File: src/rtl/pmsd_pkg.sv
// Shared constants and types for the PID motor speed drive.
package pmsd_pkg;

  localparam int unsigned DivW = 40;
  localparam int unsigned DsrW = 32;
  localparam int unsigned MulAW = 34;
  localparam int unsigned MulBW = 32;
  localparam int unsigned MulPW = MulAW + MulBW;
  localparam int unsigned CntW = $clog2(DivW);

  localparam logic [2:0] REG_GAIN_P = 3'd0;
  localparam logic [2:0] REG_GAIN_I = 3'd1;
  localparam logic [2:0] REG_GAIN_D = 3'd2;
  localparam logic [2:0] REG_DRIVE_MAX = 3'd3;
  localparam logic [2:0] REG_DRIVE_MIN = 3'd4;
  localparam logic [2:0] REG_MIN_SPEED = 3'd5;
  localparam logic [2:0] REG_DEADZONE = 3'd6;
  localparam logic [2:0] REG_BUMP = 3'd7;

  localparam logic [1:0] DIR_STOP = 2'd0;
  localparam logic [1:0] DIR_FWD = 2'd1;
  localparam logic [1:0] DIR_REV = 2'd2;

  localparam logic [7:0] DUTY_FULL = 8'd255;

  typedef enum logic [13:0] {
    ST_IDLE   = 14'b00000000000001,
    ST_ERR    = 14'b00000000000010,
    ST_PROD   = 14'b00000000000100,
    ST_INTEG  = 14'b00000000001000,
    ST_GLO    = 14'b00000000010000,
    ST_GHI    = 14'b00000000100000,
    ST_GACC   = 14'b00000001000000,
    ST_GSUM   = 14'b00000010000000,
    ST_DWAIT  = 14'b00000100000000,
    ST_CLAMP  = 14'b00001000000000,
    ST_DUTY   = 14'b00010000000000,
    ST_DDIV   = 14'b00100000000000,
    ST_DWAIT2 = 14'b01000000000000,
    ST_DONE   = 14'b10000000000000
  } state_t;

  typedef struct packed {
    logic start;
    logic [DivW-1:0] dividend;
    logic [DsrW-1:0] divisor;
  } div_req_t;

endpackage

File: src/rtl/pmsd_mul.sv
// Registered unsigned multiplier shared by every product of the drive.
module pmsd_mul (
  input  logic clk,
  input  logic [pmsd_pkg::MulAW-1:0] a,
  input  logic [pmsd_pkg::MulBW-1:0] b,
  output logic [pmsd_pkg::MulPW-1:0] p
);

  logic [pmsd_pkg::MulPW-1:0] p_r;

  always_ff @(posedge clk) begin
    p_r <= pmsd_pkg::MulPW'(a) * pmsd_pkg::MulPW'(b);
  end

  assign p = p_r;

endmodule

File: config.mk
export PLATFORM = sky130hd
export DESIGN_NAME = pmsd_mul
export DESIGN_NICKNAME = d
export VERILOG_FILES = /design/src/rtl/pmsd_pkg.sv /design/src/rtl/pmsd_mul.sv
export SDC_FILE = /design/constraint.sdc
export NUM_CORES = 2
export LEC_CHECK = 0
export ABC_AREA = 1
export BUFFER_PORTS_ARGS = -buffer_cell sky130_fd_sc_hd__buf_2
export CORE_MARGIN = 2
export CORE_UTILIZATION = 55
export CTS_BUF_LIST = sky130_fd_sc_hd__clkbuf_16
export DETAILED_ROUTE_END_ITERATION = 7
export PLACE_DENSITY = 0.84
export SLEW_MARGIN = 20
export SYNTH_ARGS = -nofsm -noshare
export SYNTH_HDL_FRONTEND = slang
export SYNTH_SLANG_ARGS = --single-unit
File: constraint.sdc
create_clock -name clk -period 6.3 [get_ports clk]
set_input_delay 0.63 -clock clk [delete_from_list [all_inputs] [get_ports clk]]
set_output_delay 0.63 -clock clk [all_outputs]
set_load 0.02 [all_outputs]
# After elaboration in Yosys (flattened, before gate mapping)
# Index checks and enable logic that the tools add are counted.
[word_totals] register_bits=66 latchBits=0 ram_bits=0 mem_bits_ro=0 mem_count=0
[classes] add_sub_neg=0 multipliers=1 n_div=0 magnitude_cmp=0 eq_ne=0 n_shift=0 mux=0 bitwise=0 reduce_logical=0
[op_table] cell="34-bit by 32-bit multiplier with 66-bit output" count=1

# Depth between registers and ports, before layout
[logic_depth] word_depth=1 ltp_mapped=33 mapped_depth_nobuf=31

# Worst setup path after synthesis
# No wires, ideal clock.
[synth_path] path_type="in2reg" from="input port b[8] (netlist name)" to="register p_r (netlist bit p[64])" setup_ns=0.112 t_arrival_ns=6.530 required_time_ns=6.188 setup_slack_ns=-0.342 path_stages=26 path_buffers=2 path_cell_list="clkbuf_1 -> clkbuf_1 -> nand2_1 -> fa_1 -> inv_1 -> fa_1 -> fa_1 -> inv_1 -> fa_1 -> inv_1 -> fa_1 -> fa_1 -> fa_1 -> inv_1 -> fa_1 -> inv_1 -> ha_1 -> nand2_1 -> inv_1 -> nand2_1 -> nor2_2 -> nand2_1 -> nor4_2 -> nand2_1 -> nand3_1 -> nand2_1"
[synth_via] elab_chain_cells=1
[synth_lines] item="from (decl)" line_no="pmsd_mul.sv:5" text="input logic [pmsd_pkg::MulBW-1:0] b,"
[synth_lines] item="34-bit by 32-bit multiplier with 66-bit output" line_no="pmsd_mul.sv:12" text="p_r <= pmsd_pkg::MulPW'(a) * pmsd_pkg::MulPW'(b);"
[synth_lines] item="to (signal assigned)" line_no="pmsd_mul.sv:12"
[synth_lines] item="to (decl)" line_no="pmsd_mul.sv:9" text="logic [pmsd_pkg::MulPW-1:0] p_r;"
# No other way between the ends.

# Worst setup path in the final report
[layout_path] from="input port b[11] (netlist name)" to="register p_r (netlist bit p[60])"
# The elaborated chain is that of the path after synthesis.

==> metrics.csv <==
metric,value,unit
root_buffer,clkbuf_16,
largest_reg_flops,66,
postCtsHoldBufs,0,
yosys.area.top_type,fa_1,
yosysMostFrequentCell,inv_1,
die_x,270,um
fin_area,47500,um2
fp.dieH,270,um
yosys.cell_types.count,26,
via_per_inst,5.38,
worst_ep_required_time,6.60,ns
gp_congestion,0.962,
fmax,0.146,GHz
yosys_warnings,0,
placed_cell_area,43600,um2
critPathKind,in2reg,
syn-instance-count,5198,
num_vias,34968,
synth_nets,6486,
nNetsFinal,6847,
tns,-14.08,ns
relSlewSlack,70.9,%
period_minus_slack,6.84,ns
rsz0062_at_grt,yes,
multiInputGateArea,32700,um2
synth_edf_count,0,
antenna_cells,0,
violations,negative setup slack,
cts_buffers,9,
grt_max_degree,24,
ys_top_cells_by_count,"1702 x inv_1, 1679 x nand2_1, 956 x fa_1, 265 x ha_1, 227 x clkbuf_1",
maxCapViolCount,0,
fin_util,67.7,%
grt_pass1_wl,192000,um
setup_ws,-0.540,ns
ys_seq_elements,66,
hold_viol,0,
clkTransAtPathRegs,0.07,ns
antenna_found_initial,2,
drtAntennaViolNets,0,
area_delta_synth_final,21.7,%
h-tree-depth,3,
grt_pass1_vias,37034,
cp-start-kind,primary input,
core_area,70100,um2
routedWlPerCell,19.5,um
finalCritPeriodShare,109,%
num_rows,97,
dp_hpwl,99000,um
synth_area,39000,um2
status,"finished, violations left",
async_flop_share,0,%
synth_flop_cell,dfxtp_1,
yosys-top-cells-area,"fa_1 49%, inv_1 16%, nand2_1 16%",
synth_top_area_share,49.1,%
min_path_type,in2reg,
initial_core_util,55.6,%
clockBufferDepth,2,
seq_area_frac_synth,3.39,%
io-pin-count,133,
drc_errors,0,
syn_area_per_cell,7.51,um2
cp_max_fo,8,
drtPass1Iterations,8,
track_usage,33.4,%
drive_gt1_share,21.1,%
holdWs,0.979,ns
tightest_slew,0.437,ns
dr.first_iter.drc_count,3621,
critPathCaptureType,flop,
grt-ovfl-total,0,
drt_wl_total,127000,um
clock-sinks,66,
cts_tree,built,
regArea,1320,um2
port_buffers,132,
setup-violations-final,45,
fp.dieArea,73100,um2
nFillCells,5052,
maxSlewViolCount,0,
arrival,7.14,ns
-- cells in the final DEF (no fill, tap or decap), types with 9 or more instances in the layout --
master	Yosys	final
fa_2	0	63
nand4_1	11	11
xor2_2	0	11
a21oi_2	0	20
a21oi_1	48	23
nand2_1	1679	1459
buf_4	0	336
nor2_1	78	43
nor2_4	3	41
ha_1	265	227
nand2_2	9	166
nand3_4	0	9
xor2_1	32	21
inv_1	1702	1594
buf_12	0	61
nand2_4	0	60
ha_4	0	37
nand3_1	53	31
nand3_2	8	21
clkbuf_16	0	12
nor2_2	16	13
fa_1	956	893
buf_8	0	20
buf_2	0	76
dfxtp_1	66	66
inv_2	6	108
buf_6	0	76
-- logic make-up after synthesis --
group                      Yosys count  share of synthesized area, %
adders and majority gates         1221                          57.6
and+or+nand+nor                   1877                          18.8
AOI/OAI and AO/OA                   57                         0.763
DFF                                 66                          3.39
buffers and inverters             1941                          18.7
xor gates and xnor gates            36                         0.808
-- worst max-delay path, cell delays in order --
cell and delay (ns):
buf_12 0.11, buf_12 0.13, buf_16 0.15, nand2_4 0.06, inv_2 0.04, fa_1 0.48
inv_1 0.05, fa_1 0.50, fa_1 0.48, fa_1 0.70, inv_2 0.09, fa_1 0.57
fa_1 0.48, fa_1 0.55, inv_1 0.06, fa_1 0.51, inv_2 0.06, ha_4 0.31
nand2_4 0.08, nor2_4 0.16, inv_4 0.07, nor3_4 0.27, a21oi_1 0.15, nand2_4 0.11
nand2_2 0.08, nand2_1 0.06, nand2_1 0.08, nand2_1 0.09
-- timing repair --
action,4_1_cts,5_1_grt
setup endpoints to repair,52,54
cloned,4,3
buffers inserted,32,26
gates resized for setup,484,377
pin swaps,190,268
-- per-layer routing --
layer	GRT usage, %	vias to the layer above	share of wire (%)
li1	-	14857	-
met4	14.6	4	6.8
met2	55.1	2285	47
met5	0	-	0.027
met1	42.7	17131	35
met3	6.92	691	11
-- layout make-up --
| type | instances | share of cell area (%) |
|---|---|---|
| Clock inverter | 7 | 0.198 |
| Tap cell | 940 | 2.48 |
| Inverter | 1711 | 13.6 |
| Clock buffer | 9 | 0.474 |
| Timing Repair Buffer | 580 | 11.7 |
| Multi-Input combinational cell | 3191 | 68.8 |
| Sequential cell | 66 | 2.78 |
-- metrics by stage --
stage               worst slack (ns)  instances
floorplan                    -0.0110       5198
global placement              -0.853       6427
detailed placement            -0.879       6427
CTS                           -0.168       6477
global route                  -0.623       6504
finish                        -0.540       6504
-- path summary, 6_finish.rpt --
check	start	end	slack (ns)	cells past startpoint
setup / recovery	b[11]	p[60]	-0.54	28
hold / removal	b[1]	p[1]	0.98	6
Power is not shown: default switching activity piles up to over one toggle a cycle in this logic, so the estimate is an artifact.
