$ cat src/rtl/pmsd_pkg.sv
// Shared constants and types for the PID motor speed drive.
package pmsd_pkg;

  localparam int unsigned DivW = 40;
  localparam int unsigned DsrW = 32;
  localparam int unsigned MulAW = 34;
  localparam int unsigned MulBW = 32;
  localparam int unsigned MulPW = MulAW + MulBW;
  localparam int unsigned CntW = $clog2(DivW);

  localparam logic [2:0] REG_GAIN_P = 3'd0;
  localparam logic [2:0] REG_GAIN_I = 3'd1;
  localparam logic [2:0] REG_GAIN_D = 3'd2;
  localparam logic [2:0] REG_DRIVE_MAX = 3'd3;
  localparam logic [2:0] REG_DRIVE_MIN = 3'd4;
  localparam logic [2:0] REG_MIN_SPEED = 3'd5;
  localparam logic [2:0] REG_DEADZONE = 3'd6;
  localparam logic [2:0] REG_BUMP = 3'd7;

  localparam logic [1:0] DIR_STOP = 2'd0;
  localparam logic [1:0] DIR_FWD = 2'd1;
  localparam logic [1:0] DIR_REV = 2'd2;

  localparam logic [7:0] DUTY_FULL = 8'd255;

  typedef enum logic [13:0] {
    ST_IDLE   = 14'b00000000000001,
    ST_ERR    = 14'b00000000000010,
    ST_PROD   = 14'b00000000000100,
    ST_INTEG  = 14'b00000000001000,
    ST_GLO    = 14'b00000000010000,
    ST_GHI    = 14'b00000000100000,
    ST_GACC   = 14'b00000001000000,
    ST_GSUM   = 14'b00000010000000,
    ST_DWAIT  = 14'b00000100000000,
    ST_CLAMP  = 14'b00001000000000,
    ST_DUTY   = 14'b00010000000000,
    ST_DDIV   = 14'b00100000000000,
    ST_DWAIT2 = 14'b01000000000000,
    ST_DONE   = 14'b10000000000000
  } state_t;

  typedef struct packed {
    logic start;
    logic [DivW-1:0] dividend;
    logic [DsrW-1:0] divisor;
  } div_req_t;

endpackage

$ cat src/rtl/pmsd_div.sv
// Restoring unsigned divider, one quotient bit per cycle.
module pmsd_div (
  input  logic clk,
  input  logic rst_n,
  input  pmsd_pkg::div_req_t req,
  output logic busy,
  output logic [pmsd_pkg::DivW-1:0] quotient
);

  logic busy_r, busy_nxt;
  logic [pmsd_pkg::CntW-1:0] cnt_r, cnt_nxt;
  logic [pmsd_pkg::DivW-1:0] q_r, q_nxt;
  logic [pmsd_pkg::DsrW-1:0] rem_r, rem_nxt;
  logic [pmsd_pkg::DsrW-1:0] dsr_r, dsr_nxt;
  logic [pmsd_pkg::DsrW:0] trial;
  logic [pmsd_pkg::DsrW:0] diff;
  logic ge;

  always_comb begin
    trial = {rem_r, q_r[pmsd_pkg::DivW-1]};
    ge = trial >= {1'b0, dsr_r};
    diff = trial - {1'b0, dsr_r};
    busy_nxt = busy_r;
    cnt_nxt = cnt_r;
    q_nxt = q_r;
    rem_nxt = rem_r;
    dsr_nxt = dsr_r;
    if (req.start) begin
      busy_nxt = 1'b1;
      cnt_nxt = pmsd_pkg::CntW'(pmsd_pkg::DivW - 1);
      q_nxt = req.dividend;
      rem_nxt = '0;
      dsr_nxt = req.divisor;
    end else if (busy_r) begin
      q_nxt = {q_r[pmsd_pkg::DivW-2:0], ge};
      rem_nxt = ge ? diff[pmsd_pkg::DsrW-1:0] : trial[pmsd_pkg::DsrW-1:0];
      cnt_nxt = cnt_r - 1'b1;
      if (cnt_r == '0) begin
        busy_nxt = 1'b0;
      end
    end
  end

  always_ff @(posedge clk) begin
    if (!rst_n) begin
      busy_r <= 1'b0;
      cnt_r <= '0;
    end else begin
      busy_r <= busy_nxt;
      cnt_r <= cnt_nxt;
    end
    q_r <= q_nxt;
    rem_r <= rem_nxt;
    dsr_r <= dsr_nxt;
  end

  assign busy = busy_r;
  assign quotient = q_r;

endmodule
$ cat config.mk
export PLATFORM = sky130hd
export DESIGN_NAME = pmsd_div
export DESIGN_NICKNAME = d
export VERILOG_FILES = /design/src/rtl/pmsd_pkg.sv /design/src/rtl/pmsd_div.sv
export SDC_FILE = /design/constraint.sdc
export NUM_CORES = 1
export LEC_CHECK = 0
export BUFFER_PORTS_ARGS = -buffer_cell sky130_fd_sc_hd__buf_4
export CAP_MARGIN = 20
export CORE_MARGIN = 2
export CORE_UTILIZATION = 30
export CTS_BUF_LIST = sky130_fd_sc_hd__clkbuf_4 sky130_fd_sc_hd__clkbuf_8
export CTS_CLUSTER_DIAMETER = 120
export CTS_CLUSTER_SIZE = 24
export DETAILED_ROUTE_END_ITERATION = 16
export PLACE_DENSITY = 0.45
export RECOVER_POWER = 100
export SYNTH_ARGS = -nofsm -noshare
export SYNTH_HDL_FRONTEND = slang
export SYNTH_SLANG_ARGS = --single-unit
$ cat constraint.sdc
create_clock -name clk -period 5.1 [get_ports clk]
set_input_delay 1.02 -clock clk [delete_from_list [all_inputs] [get_ports clk]]
set_output_delay 1.02 -clock clk [all_outputs]
set_load 0.01 [all_outputs]
Yosys cells after proc, flatten, opt, wreduce, memory -nomap -nowiden
Cells that the tools add are included.

word-level totals
  flip-flop bits (word level) = 111
  latch bits = 0
  bits in writable memories = 0
  bits in read-only memories = 0
  input port bits = 75
  word-level logic and storage cells = 21
  memories = 0

operators by class
  add/sub/neg operators = 2
  multipliers = 0
  div/mod/pow operators = 0
  magnitude comparators = 1
  equal/unequal tests = 0
  shifts and indexed selects = 0
  muxes and demuxes = 8
  bitwise logic cells = 1
  reductions and logical operators = 3

operators by type and width
  kind                                               count
  2-to-1 mux 40 bit                                  2
  >= comparator 33 x 32 -> 1 bit                     1
  2-to-1 mux 32 bit                                  1
  subtractor 32 bit                                  1
  2-to-1 mux 6 bit                                   2
  logical NOT 6 bit                                  1
  subtractor 6 x 1 -> 6 bit (second input constant)  1
  2-to-1 mux 1 bit                                   3
  nonzero test 2 bit                                 1
  OR reduction 2 bit                                 1
  NOT 1 bit                                          1

Logic depth before layout (Yosys ltp)
  depth in word-level cells = 4
  depth in mapped cells = 14
  mapped depth without buffers = 13

Least setup slack after synthesis
Ideal clock, no wire load.

  path type = reg2reg
  start = register q_r, in the netlist quotient[39]
  end = register rem_r[28] in the netlist's numbering
  library setup time = 0.058 ns
  data arrival time = 2.837 ns
  setup slack = 2.206 ns
  stages on the path, launching flop included = 14
  path buffers = 0
  clock period less this slack = 2.894 ns
  cell sequence = edfxtp_1 -> inv_1 -> ha_1 -> fa_1 -> nand2b_1 -> a21o_1 -> a21oi_1 -> nor3_1 -> o31ai_1 -> o41ai_1 -> o21ai_0 -> mux2_2 -> o22ai_1 -> a21o_1

between the ends
  word-level cells in the longest chain between the ends = 2
  elaborated cells between the ends (all ways) = 3
  those cells by class = add/sub (1); order compare (1); mux (1)

ends and longest elaborated chain
  element                                                              RTL line                        source
  from (decl)                                                          pmsd_div.sv:12                  logic [pmsd_pkg::DivW-1:0] q_r, q_nxt;
  from (signal assigned)                                               pmsd_div.sv:52                  q_r <= q_nxt;
  subtractor 32 bit or >= comparator 33 x 32 -> 1 bit (tied branches)  pmsd_div.sv:22, pmsd_div.sv:21
  2-to-1 mux 32 bit (*)                                                pmsd_div.sv:36                  rem_nxt = ge ? diff[pmsd_pkg::DsrW-1:0] : trial[pmsd_pkg::DsrW-1:0];
  to (signal assigned)                                                 pmsd_div.sv:53                  rem_r <= rem_nxt;
  to (decl)                                                            pmsd_div.sv:13                  logic [pmsd_pkg::DsrW-1:0] rem_r, rem_nxt;

Mark *: on every way between the ends. The rest lies on a longest branch, timed or not.
A chain may end at the register's enable or synchronous reset.

Worst setup path in the final report
  start = input req[72] in the netlist's numbering
  end = register q_r, in the netlist quotient[2], enable pin

between the ends
  word-level cells in the longest chain between the ends = 1

ends and longest elaborated chain
  element                              RTL line       source
  from (decl)                          pmsd_div.sv:5  input pmsd_pkg::div_req_t req,
  nonzero test 2 bit (no source line)  -

No other way between the ends.

==> results by group <==
Layout
  – Fillers: 2008
  – Nets: just under 800
  – Share of cells above drive strength 1: 0.202
  – Design Area, Final: approximately 7200 um2
  – Area Growth Syn to Fin: 20.1%
  – Inserted Diodes: 0

Setup path
  – Critical path data arrival time: around 4100 ps
  – WS Path Type: in -> reg
  – CP max FO: 55
  – Setup crit end kind: flop
  – Startpoint Class: input pin
  – RR Startpoint: busy
  – Worst Reg-to-Reg Cells: 5
  – R2r setup slk: 1310 ps
  – Data required, critical path: approximately 5100 ps
  – RR Endpoint: quotient[2]

Place
  – Port bufs: between 100 and 150
  – Placed cell area: 7150 um2
  – Gpl congestion: between 0.8 and 0.9
  – HPWL after DPL: slightly above 10 mm

Power and ir drop
  – Worst vdd ir: about 0.15 mV
  – Leakage: about 0.0029 uW
  – P per Cell Area: about 290 nW/um2
  – Clock power frac: 0.288
  – Sw Share: 0.291
  – Cell Int Power: 1470 uW
  – Seq pwr share: 0.521
  – Psw: slightly above 600 uW
  – Combinational power share: 0.191

STA
  – Slew @ Worst Pin: about 2200 ps
  – Post-layout min period: ~4100 ps
  – Fmax: ~240 MHz
  – Relative slew slack: -0.452
  – Hold Violations, Final: 0
  – Final setup fails: 0
  – Pins Over Slew Limit: 79
  – RSZ-0062 raised after global routing: no
  – Setup_tns: 0 ps
  – Min Hold Slack: roughly 500 ps
  – Skew final: 22.3 ps
  – Crit share post-route: 0.805

Logic synthesis
  – Cells after synthesis: approximately 560
  – Post-synth top area cell: edfxtp_1
  – Top cells by count, synth: edfxtp_1, nand2_1, inv_1, mux2_2, dfxtp_1
  – Synth Warn #: 0
  – Sequential area share after synthesis: 0.491
  – Count leader, synth: edfxtp_1
  – Asr flop ratio synth: 0
  – Area share of the largest cell type after synthesis: 0.361
  – Distinct cells, synth: 50
  – Synth Flop Type: edfxtp_1
  – Synth Cell Area: 5990 um2
  – EDFF count, synth: between 70 and 80
  – Mapped Nets: 665
  – Top cells by area, synth: edfxtp_1, dfxtp_1, mux2_2
  – Post-synthesis area per instance: 10.8 um2
  – Seq cells post-synth: 111

Clocking
  – Max H-tree Level: 3
  – Clock Path Buffers: 2
  – Clk_lat worst skew: 400 ps
  – Clock sink count: between 100 and 150
  – Post-cts sizing count: 0
  – Post-CTS Setup Bufs: 0
  – Clk slew on worst S/H paths: around 120 ps
  – Cts hold-fix bufs: 0
  – TritonCTS clock tree: built
  – Clk root buf: clkbuf_8
  – TritonCTS Buffers: 9

Drt
  – WL per Instance: about 15 um
  – M1 WL: 6.52 mm
  – Met3 WL: roughly 900 um
  – Remaining DRCs: 0
  – Max Used Layer: met4
  – Antenna Nets Post-Route: 0
  – Routed wl met2: ~6.7 mm
  – Pre-antenna DRT Iters: 4
  – Final wirelength: about 14 mm
  – Via Count: 4428
  – Vias per cell: between 4 and 5
  – DRT iter0 DRCs: roughly 210

GRT
  – Vias in the first global route: 4444
  – Gr usage total: 0.138
  – Congestion Overflow GR: 0
  – Largest net degree at the start of global routing: 56
  – First-pass GRT wire length: roughly 23 mm
  – Antenna violations before repair: 0

Outcome
  – Outcome: finished, violations left
  – Failing checks: max-capacitance violations, max-slew violations

Floorplanning
  – Core ar.: between 15000 and 20000 um2
  – Core Rows: 51
  – Die width: 145 um
  – Initial Utilization: 0.307
  – Die ar.: about 21000 um2
  – Ports: around 120
  – Die height: 145 um

Hold path
  – Worst hold path stage count: 2
  – End of the worst hold path: rem_r[2]
  – Min-delay src: rem_r[2]
  – Hold Path Class: reg -> reg

Flow run
  – Max Cap Violations: 2
[state kept, by name, summed over array words and instances (netlist names)]
signal / count
busy: 1
cnt_r: 6
dsr_r: 32
quotient: 40
rem_r: 32
[final cells by class]
class / count / area [um2] / area share
Clock inverter: 6 / 83.8 / 0.0116
Sequential cell: 111 / 2940 / 0.409
Clock buffer: 10 / 131 / 0.0182
Tap cell: 265 / 332 / 0.0460
Multi-Input combinational cell: 383 / 2800 / 0.389
Inverter: 41 / 154 / 0.0214
Timing Repair Buffer: 121 / 756 / 0.105
[power by group through the flow]
stage / Sequential [uW] / Clock, uW / Combinational (uW)
after global placement: 1100 / 0 / 428
after detailed placement: 1100 / 0 / 429
after floorplan: 1110 / 0 / 247
after CTS: 1080 / 631 / 430
final: 1080 / 597 / 395
after global routing: 1090 / 654 / 443
[kinds of logic after synthesis]
logic type	count (synthesis)	share of synthesized area
compound gates	127	0.136
xor+xnor	31	0.0453
fa+ha+maj	35	0.0743
buf+inv	61	0.0415
flops	111	0.491
mux	65	0.117
simple gates	125	0.0948
[metal layers]
layer	track usage	vias up
met2	0.226	82
met3	0.0489	6
met1	0.176	2110
li1	-	2230
met5	0	-
met4	0.0275	0
[how the worst max path moves through the flow]
stage	depth (start not counted)	to	startpoint
finish	5	quotient[2]	req[72]
global route	5	quotient[30]	req[72]
CTS	12	rem_r[28]	dsr_r[10]
detailed placement	12	rem_r[28]	dsr_r[10]
global placement	12	rem_r[28]	dsr_r[10]
floorplan	13	rem_r[28]	quotient[39]
[metrics by stage]
step / power, uW / setup WS, ps / util / instances
2_1_floorplan: 1350 / 2210 / - / 555
3_3_place_gp: 1530 / 1580 / 0.366 / 921
3_5_place_dp: 1530 / 1500 / 0.366 / 921
5_1_grt: 2190 / 714 / 0.369 / 937
6_report: 2070 / 994 / 0.369 / 937
4_1_cts: 2140 / 1470 / 0.377 / 937
[cell usage in the layout, fill, tap and decap left out, types with 18 or more instances in the layout]
cell,Yosys,routed
edfxtp_1,72,72
nand2_1,49,49
buf_4,1,44
clkbuf_1,13,44
inv_1,41,41
mux2_2,41,40
dfxtp_1,39,39
o21ai_0,34,35
nor2_1,34,34
ha_1,34,34
clkbuf_4,0,33
a21oi_1,31,31
mux2i_1,24,24
xnor2_1,18,18
[critical path: stages]
cell,delay (ps)
buf_4,510
nor2_1,80
clkbuf_1,530
inv_1,280
clkbuf_1,1580
Note: power is estimated with default switching activity, not from simulation.
